### src/sv/spq_pkg.sv
// ----------------------------------------------------------------------------
// Sorted priority queue package
// Shared widths, types and codes for the queue and its cell row.
// ----------------------------------------------------------------------------
package spq_pkg;

    localparam int DATA_W    = 32;
    localparam int DEPTH_DEF = 16;

    typedef logic signed [DATA_W-1:0] t_data;

    // Operation codes carried in the mode field
    localparam logic MODE_INSERT = 1'b0;
    localparam logic MODE_REMOVE = 1'b1;

    // Result status codes
    typedef enum logic [1:0] {
        ST_OK    = 2'd0,
        ST_FULL  = 2'd1,
        ST_EMPTY = 2'd2
    } t_status;

    // Row-wide shift commands broadcast to every cell
    typedef struct packed {
        logic ins;
        logic rem;
    } t_cell_ctl;

endpackage

### src/sv/spq_if.sv
// ----------------------------------------------------------------------------
// Sorted priority queue channels
// Valid/ready channels for operation beats and result beats.
// ----------------------------------------------------------------------------
interface spq_in_if import spq_pkg::*; ();
    logic  valid;
    logic  ready;
    logic  mode;
    t_data value;

    modport source (output valid, output mode, output value, input ready);
    modport sink   (input valid, input mode, input value, output ready);
endinterface

interface spq_out_if import spq_pkg::*; #(
    parameter int CNT_W = $clog2(DEPTH_DEF + 1)
) ();
    logic             valid;
    logic             ready;
    logic [1:0]       status;
    t_data            front_value;
    logic             front_valid;
    logic [CNT_W-1:0] count;

    modport source (output valid, output status, output front_value,
                    output front_valid, output count, input ready);
    modport sink   (input valid, input status, input front_value,
                    input front_valid, input count, output ready);
endinterface

### src/sv/spq_cell.sv
// ----------------------------------------------------------------------------
// Sorted priority queue cell
// Holds one entry; keeps it, takes the new value, or shifts from a neighbor.
// ----------------------------------------------------------------------------
module spq_cell import spq_pkg::*; (
    input  logic      i_clk,
    input  t_cell_ctl i_ctl,
    input  t_data     i_value,
    input  logic      i_occ,
    input  logic      i_prev_keep,
    input  t_data     i_prev_entry,
    input  t_data     i_next_entry,
    output logic      o_keep,
    output t_data     o_entry,
    output t_data     o_next
);

    t_data r_entry;
    t_data n_entry;

    // Stored entry stays ahead of the new value when it is >= (FIFO on ties)
    assign o_keep = i_occ && (r_entry >= i_value);

    // Insert: keep, take value at the boundary, else shift down; remove: shift up
    always_comb begin
        n_entry = r_entry;
        if (i_ctl.ins) begin
            if (o_keep) begin
                n_entry = r_entry;
            end else if (i_prev_keep) begin
                n_entry = i_value;
            end else begin
                n_entry = i_prev_entry;
            end
        end else if (i_ctl.rem) begin
            n_entry = i_next_entry;
        end
    end

    always_ff @(posedge i_clk) begin
        r_entry <= n_entry;
    end

    assign o_entry = r_entry;
    assign o_next  = n_entry;

endmodule

### src/sv/sorted_priority_queue.sv
// ----------------------------------------------------------------------------
// Sorted priority queue
// Descending-order queue of signed words built from a row of shift cells.
// ----------------------------------------------------------------------------
// Usage:
//   i_in  carries operation beats: mode selects insert (value) or remove-front.
//   o_out carries one result beat per operation: status, new front, count.
//   An operation beat is taken whenever the result register is empty or its
//   beat is being taken in the same cycle, so the queue sustains one
//   operation per cycle; the result appears in the cycle after acceptance.
//   All cells compare against the incoming value in parallel and shift
//   together; the result is held in a single result register.
//   When the receiver stalls, the result holds and i_in.ready drops until it
//   is taken. Ties are inserted behind equal entries. A full insert reports
//   ST_FULL and an empty remove ST_EMPTY, both leaving the queue unchanged.
//   Reset empties the queue (count zero) and clears the result valid flag;
//   no clearing pass is needed, the block is ready the cycle after reset.
// ----------------------------------------------------------------------------
module sorted_priority_queue import spq_pkg::*; #(
    parameter int DEPTH = DEPTH_DEF,
    parameter int CNT_W = $clog2(DEPTH + 1)
) (
    input  logic      i_clk,
    input  logic      i_rst_n,
    spq_in_if.sink    i_in,
    spq_out_if.source o_out
);

    logic [CNT_W-1:0] r_count;
    logic [CNT_W-1:0] n_count;
    logic             r_out_valid;
    t_status          r_status;
    t_status          n_status;
    t_data            r_front;
    logic             r_front_valid;
    logic [CNT_W-1:0] r_out_count;

    logic             w_accept;
    logic             w_full;
    logic             w_empty;
    t_cell_ctl        w_ctl;

    logic             w_keep  [DEPTH];
    t_data            w_entry [DEPTH];
    t_data            w_next  [DEPTH];

    // Accept when the result register is free or draining this cycle
    assign i_in.ready = !r_out_valid || o_out.ready;
    assign w_accept   = i_in.valid && i_in.ready;

    assign w_full  = (r_count == CNT_W'(DEPTH));
    assign w_empty = (r_count == '0);

    // Row commands and status decode
    always_comb begin
        w_ctl    = '0;
        n_status = ST_OK;
        if (i_in.mode == MODE_INSERT) begin
            w_ctl.ins = w_accept && !w_full;
            n_status  = w_full ? ST_FULL : ST_OK;
        end else begin
            w_ctl.rem = w_accept && !w_empty;
            n_status  = w_empty ? ST_EMPTY : ST_OK;
        end
    end

    // Occupancy update
    always_comb begin
        n_count = r_count;
        if (w_ctl.ins) begin
            n_count = r_count + CNT_W'(1);
        end else if (w_ctl.rem) begin
            n_count = r_count - CNT_W'(1);
        end
    end

    // Cell row: each cell sees its neighbors' entries and the left keep flag
    for (genvar gi = 0; gi < DEPTH; gi++) begin : g_cell
        logic  w_prev_keep;
        t_data w_prev_entry;
        t_data w_next_entry;

        if (gi == 0) begin : g_head
            assign w_prev_keep  = 1'b1;
            assign w_prev_entry = i_in.value;
        end else begin : g_body
            assign w_prev_keep  = w_keep[gi-1];
            assign w_prev_entry = w_entry[gi-1];
        end

        if (gi == DEPTH - 1) begin : g_tail
            assign w_next_entry = w_entry[gi];
        end else begin : g_inner
            assign w_next_entry = w_entry[gi+1];
        end

        spq_cell u_cell (
            .i_clk        (i_clk),
            .i_ctl        (w_ctl),
            .i_value      (i_in.value),
            .i_occ        (CNT_W'(gi) < r_count),
            .i_prev_keep  (w_prev_keep),
            .i_prev_entry (w_prev_entry),
            .i_next_entry (w_next_entry),
            .o_keep       (w_keep[gi]),
            .o_entry      (w_entry[gi]),
            .o_next       (w_next[gi])
        );
    end

    // Control registers
    always_ff @(posedge i_clk) begin
        if (!i_rst_n) begin
            r_count     <= '0;
            r_out_valid <= 1'b0;
        end else begin
            r_count <= n_count;
            if (w_accept) begin
                r_out_valid <= 1'b1;
            end else if (o_out.ready) begin
                r_out_valid <= 1'b0;
            end
        end
    end

    // Result payload, captured with the post-step front
    always_ff @(posedge i_clk) begin
        if (w_accept) begin
            r_status      <= n_status;
            r_front       <= (n_count != '0) ? w_next[0] : '0;
            r_front_valid <= (n_count != '0);
            r_out_count   <= n_count;
        end
    end

    assign o_out.valid       = r_out_valid;
    assign o_out.status      = r_status;
    assign o_out.front_value = r_front;
    assign o_out.front_valid = r_front_valid;
    assign o_out.count       = r_out_count;

endmodule

### src/flat_wrapper.sv
// flat-port wrapper written by rule: the top's interface ports become plain ports
module sorted_priority_queue_flat import spq_pkg::*;
#(
    parameter int DEPTH = DEPTH_DEF,
    parameter int CNT_W = $clog2(DEPTH + 1)
)
  (i_clk, i_rst_n, i_in_valid, i_in_mode, i_in_value, i_in_ready, o_out_valid, o_out_status, o_out_front_value, o_out_front_valid, o_out_count, o_out_ready);
  spq_in_if i_in_i ();
  spq_out_if #(.CNT_W(CNT_W)) o_out_i ();
  input  logic i_clk;
  input  logic i_rst_n;
  input wire logic [$bits(i_in_i.valid)-1:0] i_in_valid;
  input wire logic [$bits(i_in_i.mode)-1:0] i_in_mode;
  input wire logic [$bits(i_in_i.value)-1:0] i_in_value;
  output wire logic [$bits(i_in_i.ready)-1:0] i_in_ready;
  output wire logic [$bits(o_out_i.valid)-1:0] o_out_valid;
  output wire logic [$bits(o_out_i.status)-1:0] o_out_status;
  output wire logic [$bits(o_out_i.front_value)-1:0] o_out_front_value;
  output wire logic [$bits(o_out_i.front_valid)-1:0] o_out_front_valid;
  output wire logic [$bits(o_out_i.count)-1:0] o_out_count;
  input wire logic [$bits(o_out_i.ready)-1:0] o_out_ready;
  assign i_in_i.valid = i_in_valid;
  assign i_in_i.mode = i_in_mode;
  assign i_in_i.value = i_in_value;
  assign i_in_ready = i_in_i.ready;
  assign o_out_valid = o_out_i.valid;
  assign o_out_status = o_out_i.status;
  assign o_out_front_value = o_out_i.front_value;
  assign o_out_front_valid = o_out_i.front_valid;
  assign o_out_count = o_out_i.count;
  assign o_out_i.ready = o_out_ready;
  sorted_priority_queue #(.DEPTH(DEPTH), .CNT_W(CNT_W)) u_core (.i_clk(i_clk), .i_rst_n(i_rst_n), .i_in(i_in_i), .o_out(o_out_i));
endmodule
### config.mk
export PLATFORM = sky130hd
export DESIGN_NAME = sorted_priority_queue_flat
export DESIGN_NICKNAME = d
export VERILOG_FILES = /design/src/sv/spq_pkg.sv /design/src/sv/spq_if.sv /design/src/sv/spq_cell.sv /design/src/sv/sorted_priority_queue.sv /design/src/flat_wrapper.sv
export SDC_FILE = /design/constraint.sdc
export NUM_CORES = 2
export LEC_CHECK = 0
export BUFFER_PORTS_ARGS = -buffer_cell sky130_fd_sc_hd__clkbuf_2
export CAP_MARGIN = 25
export CORE_MARGIN = 2
export CORE_UTILIZATION = 40
export CTS_CLUSTER_DIAMETER = 150
export DETAILED_ROUTE_END_ITERATION = 16
export PLACE_DENSITY_LB_ADDON = 0.15
export SYNTH_ARGS = -nofsm -noshare
export SYNTH_HDL_FRONTEND = slang
export SYNTH_SLANG_ARGS = --single-unit
export TNS_END_PERCENT = 30
### constraint.sdc
create_clock -name i_clk -period 6.4 [get_ports i_clk]
set_input_delay 0.32 -clock i_clk [delete_from_list [all_inputs] [get_ports i_clk]]
set_output_delay 0.32 -clock i_clk [all_outputs]
set_load 0.005 [all_outputs]
# After elaboration in Yosys (flattened, before gate mapping)

Index checks and enable logic that the tools add are counted.

Memories kept: 0
Input bits: 37
Register bits: 558
Output and inout bits: 42
Bits in latches: 0
ROM bits: 0
RAM bits: 0

$lt $le $gt $ge: 32
Reduce and logical (&&, ||, !) cells: 42
Mux-type cells: 69
Div/mod/pow operators: 0
Shifts and indexed selects: 0
Equality and inequality tests: 15
Multipliers: 0
$add $sub $neg: 2
Bitwise gates (word level): 1

Operators by type and width:

| operator              | number |
|---|---|
| $mux W32              | 60 |
| $ge A32 B32 Y1        | 16 |
| $lt A4 B5 Y1 const A  | 8 |
| $reduce_and A2 Y1     | 15 |
| $ne A2 B2 Y1 const B  | 14 |
| $lt A3 B5 Y1 const A  | 4 |
| $logic_and A1 B1 Y1   | 19 |
| $lt A1 B5 Y1 const A  | 2 |
| $lt A2 B5 Y1 const A  | 2 |
| $mux W5               | 2 |
| $add A5 B1 Y5 const B | 1 |
| $eq A5 B5 Y1 const B  | 1 |
| $logic_not A5 Y1      | 1 |
| $mux W1               | 5 |
| $reduce_bool A5 Y1    | 1 |
| $sub A5 B1 Y5 const B | 1 |
| $mux W2               | 2 |
| $reduce_bool A2 Y1    | 2 |
| $logic_not A1 Y1      | 3 |
| $logic_or A1 B1 Y1    | 1 |
| $not A1 Y1            | 1 |

# Longest topological paths before layout

Depth after elaboration: 8
Gate-level depth with buffers: 13

# Hierarchy

A second synthesis with hierarchy kept.

Cells, all modules: 5,874
Area, all modules: 52,665.5 um2

By module, submodules not included:

| module                | area each (um2) | sequential area each (um2) | times used | cells an instance |
|---|---|---|---|---|
| spq_cell              | 3,140.5         | 640.6                      | 16         | 354 |
| sorted_priority_queue | 2,417.3         | 1,321.3                    | 1          | 210 |

# Worst setup path before layout

OpenSTA, ideal clock, no wires.

Path kind: input -> register
Start point: input port i_in_value[30]
End point: register u_core.g_cell[3].u_cell.r_entry[0] (enable)
Buffers on the path: 2
Stages: 10
Setup slack: 1,119 ps
Data arrival time: 4,815 ps
Library setup time: 466 ps
Cell sequence: clkbuf_1 > inv_1 > ha_1 > nand4_1 > nor4_1 > o311ai_1 > a41oi_1 > a211oi_2 > buf_2 > o21ai_0

Longest elaborated chain between the ends: 4

Ends and longest elaborated chain:

| what                               | line               | source |
|---|---|---|
| start: declaration                 | flat_wrapper.sv:14 | `input wire logic [$bits(i_in_i.value)-1:0] i_in_value;` |
| $ge A32 B32 Y1                     | spq_cell.sv:22     | `assign o_keep = i_occ && (r_entry >= i_value);` |
| $logic_and A1 B1 Y1                | spq_cell.sv:22     |  |
| $ne A2 B2 Y1 (no source line)      | -                  |  |
| $reduce_and A2 Y1 (no source line) | -                  |  |
| end signal: assignment             | spq_cell.sv:41     | `r_entry <= n_entry;` |
| end: declaration                   | spq_cell.sv:18     | `t_data r_entry;` |

No other way between the ends.
A chain may end at the register's enable or synchronous reset.

# Worst setup path after layout

Start point: input port i_in_value[31]
End point: register u_core.r_front[2], in the netlist u_core.o_out.front_value[2] (data pin)

Longest elaborated chain between the ends: 4

Ends and longest elaborated chain:

| what                   | line                         | source |
|---|---|---|
| $ge A32 B32 Y1         | spq_cell.sv:22               |  |
| $logic_and A1 B1 Y1    | spq_cell.sv:22               |  |
| $mux W32               | spq_cell.sv:28               | `if (o_keep) begin` |
| $mux W32               | spq_cell.sv:27               | `if (i_ctl.ins) begin` |
| end signal: assignment | sorted_priority_queue.sv:130 | `r_front <= (n_count != '0) ? w_next[0] : '0;` |
| end: declaration       | sorted_priority_queue.sv:34  | `t_data r_front;` |

No other way between the ends.

==> results.yml <==
synthesis:
  async_flop_share_pct: 0
  netlist_area_um2: 38400
  synth_top_family_by_area: "compound AO/OA/AOI/OAI gates"
  syn_nets: 4233
  postSynthAreaPerCell_um2: 10.4
  synth.area.top_cells: "edfxtp_1 (41%), ha_1 (17%), mux2i_1 (6.0%)"
  synth.top_cell.area_share_pct: 40.7
  synthAdderAreaFrac_pct: 16.8
  syn-instance-count: 3681
  yosys.area_share.simple_pct: 11.8
  synth.most_common_cell: "edfxtp_1"
  yosys_warnings: 0
  synth_cell_types: 78
  yosysTopAreaCell: "edfxtp_1"
  synth_xor_area_share_pct: 0.0456
  synth-edff-count: 520
  synth_compound_area_share_pct: 18.7
  yosysSeqAreaShare_pct: 42.7
  ys_ff_latch: 558
  synth_mux_area_share_pct: 6.96
  synthTopCellsByCount: "edfxtp_1 (520), ha_1 (515), nand2_1 (361), a21oi_1 (321), nor2_1 (272)"
  ys.flop_type: "edfxtp_1"
sta:
  grt_setup_unrepaired: "false"
  finalClockSkew_ns: 0.0180
  maxSlewHeadroom_pct: 29.5
  fmax_ghz: 0.230
  hold_slack_ns: 0.209
  tightest_slew_ns: 1.05
  finalMaxSlewViolations: 0
  hold_viol_final: 0
  setup_ws_ns: 2.05
  period_share_pct: 67.9
  setup_viol: 0
  tns_ns: 0
  fin_crit_ns: 4.35
clocking:
  clockBufferDepth: 3
  post_cts_buffers: 0
  ctsResizeCount: 0
  numCtsBuffers: 69
  htree_levels: 3
  clock_sinks: 558
  cts.root.buffer_cell: "clkbuf_16"
  hold_buffers: 1
  clk_latency_ns: 0.63
  cts.clk_slew.worst_paths_ns: 0.06
  tritoncts: "yes"
cells_and_area:
  fin_nets: 4266
  final_cell_count_no_fill: 5031
  area_growth_pct: 11.2
  layout-drive-gt1-share_pct: 9.20
  postLayoutCoreUtil_pct: 44.9
floorplan:
  pin_count: 79
  die_w_um: 314
  core_region_area_um2: 95000
  dieHeight_um: 314
  rows: 113
  start_util_pct: 40.4
  design.die.area_um2: 98500
global_route:
  grt_usage_pct: 26.6
  overflow: 0
  grt_pass1_vias: 29700
  antenna_found_initial: 5
  grt_pass1_wl_um: 197000
  grt_max_degree: 180
route:
  route.detailed.drc: 0
  wl_um: 134000
  initialDrtViolationCount: 2974
  viasPerCell: 6.14
  vias: 30900
  postRouteAntennaNets: 0
  wl_per_cell_um: 26.6
  firstDrtPassIters: 5
status:
  status: "finished clean"
worst_setup_path:
  end_kind: "flip-flop"
  crit_chain: "clkbuf_2, inv_1, buf_4, ha_1, nand4_1, nor4_1, nor3b_1, a2111oi_0, o31ai_4, buf_4, and2_1, buf_4, a221o_1"
  slowest_stage: "nor4_1"
  timing.critical_path.mode_cell: "buf_4"
  cp_max_fo: 34
  cp.arrival_ns: 4.83
  r2r.worst_path.cells: 11
  cp_data_required_time_ns: 6.88
  start_kind: "primary input"
  r2r_slack_ns: 2.07
  cp_slowest_stage_delay_ns: 0.80
  worstSetupPathType: "primary input to flip-flop"
min_path:
  hold_path_class: "primary input to flip-flop"
  hold_path_depth: 3
placed_design:
  pre_cts_slack_ns: 1.48
  portBuffers: 78
  place_congestion: 0.927
  hpwl_um: 101000
  dp_cells: 4907
pwr:
  power_density_nw_per_um2: 280
  ir_drop_uv: 155
  leakagePower_nw: 17.7
flow_run:
  drv_cap: 0
state kept, by name, indices dropped and copies added, names as in the netlist:
register and count:
u_core.g_cell.u_cell.o_entry 512, u_core.o_out.valid 1, u_core.o_out.status 2, u_core.o_out.front_valid 1, u_core.o_out.count 5, u_core.o_out.front_value 32, u_core.r_count 5
where the power goes:
group | total, W | internal [W] | switching (W)
combinational | 0.00294 | 0.00115 | 0.00179
clock | 0.00386 | 0.00222 | 0.00164
sequential | 0.00516 | 0.00466 | 0.000505
total | 0.0120 | 0.00803 | 0.00393
per-stage QoR:
stage,total power (W),cell area [um^2]
after floorplan,0.00701,38400
after global placement,0.00809,40500
after detailed placement,0.00813,40500
after CTS,0.0120,42700
after global routing,0.0125,42700
final,0.0120,42700
layer usage:
layer	up-vias	share of wire [%]	track usage [%]
met4	2	3.2	8.72
met2	1057	45	41.9
met5	-	0.0097	0
met1	15200	46	37.8
met3	203	5.9	3.50
li1	14400	-	-
cell type report:
cell class | instances | area (um^2)
Fill cell | 9099 | 52300
Multi-Input combinational cell | 2824 | 21000
Sequential cell | 558 | 16400
Clock buffer | 94 | 1930
Tap cell | 1265 | 1580
Timing Repair Buffer | 182 | 1240
Inverter | 79 | 297
Clock inverter | 25 | 186
Antenna cell | 4 | 10.0
path summary, 6_finish.rpt:
path,from,end
min reg2reg,u_core.g_cell[0].u_cell.o_entry[27],u_core.g_cell[0].u_cell.o_entry[27]
max,i_in_value[31],u_core.o_out.front_value[2]
min,i_in_valid,u_core.o_out.valid
max reg2reg,u_core.r_count[1],u_core.o_out.front_value[2]
critical path, delay by kind of cell:
| family | cells | cell delay [ns] |
|---|---|---|
| compound gates | 3 | 0.71 |
| fa+ha+maj | 1 | 0.43 |
| buf+inv | 5 | 1.76 |
| simple gates | 4 | 1.58 |
kinds of logic (layout without fill, tap and decap cells):
| group | Yosys count | in the layout |
|---|---|---|
| AOI/OAI and AO/OA | 1066 | 1066 |
| xor gates and xnor gates | 2 | 2 |
| adders and majority gates | 515 | 515 |
| buffers and inverters | 299 | 380 |
| DFF | 558 | 558 |
| muxes | 263 | 263 |
| other | 0 | 4 |
| and+or+nand+nor | 978 | 978 |
layout by cell type, fill, tap and decap left out, types with 93 or more instances in the layout:
cell	instances
a21oi_1	318
a221o_1	220
buf_4	93
edfxtp_1	520
ha_1	515
mux2i_1	231
nand2_1	361
nand4_1	101
nor2_1	267
o21ai_0	144
o21ai_1	115
(Power assumes the default switching activity.)
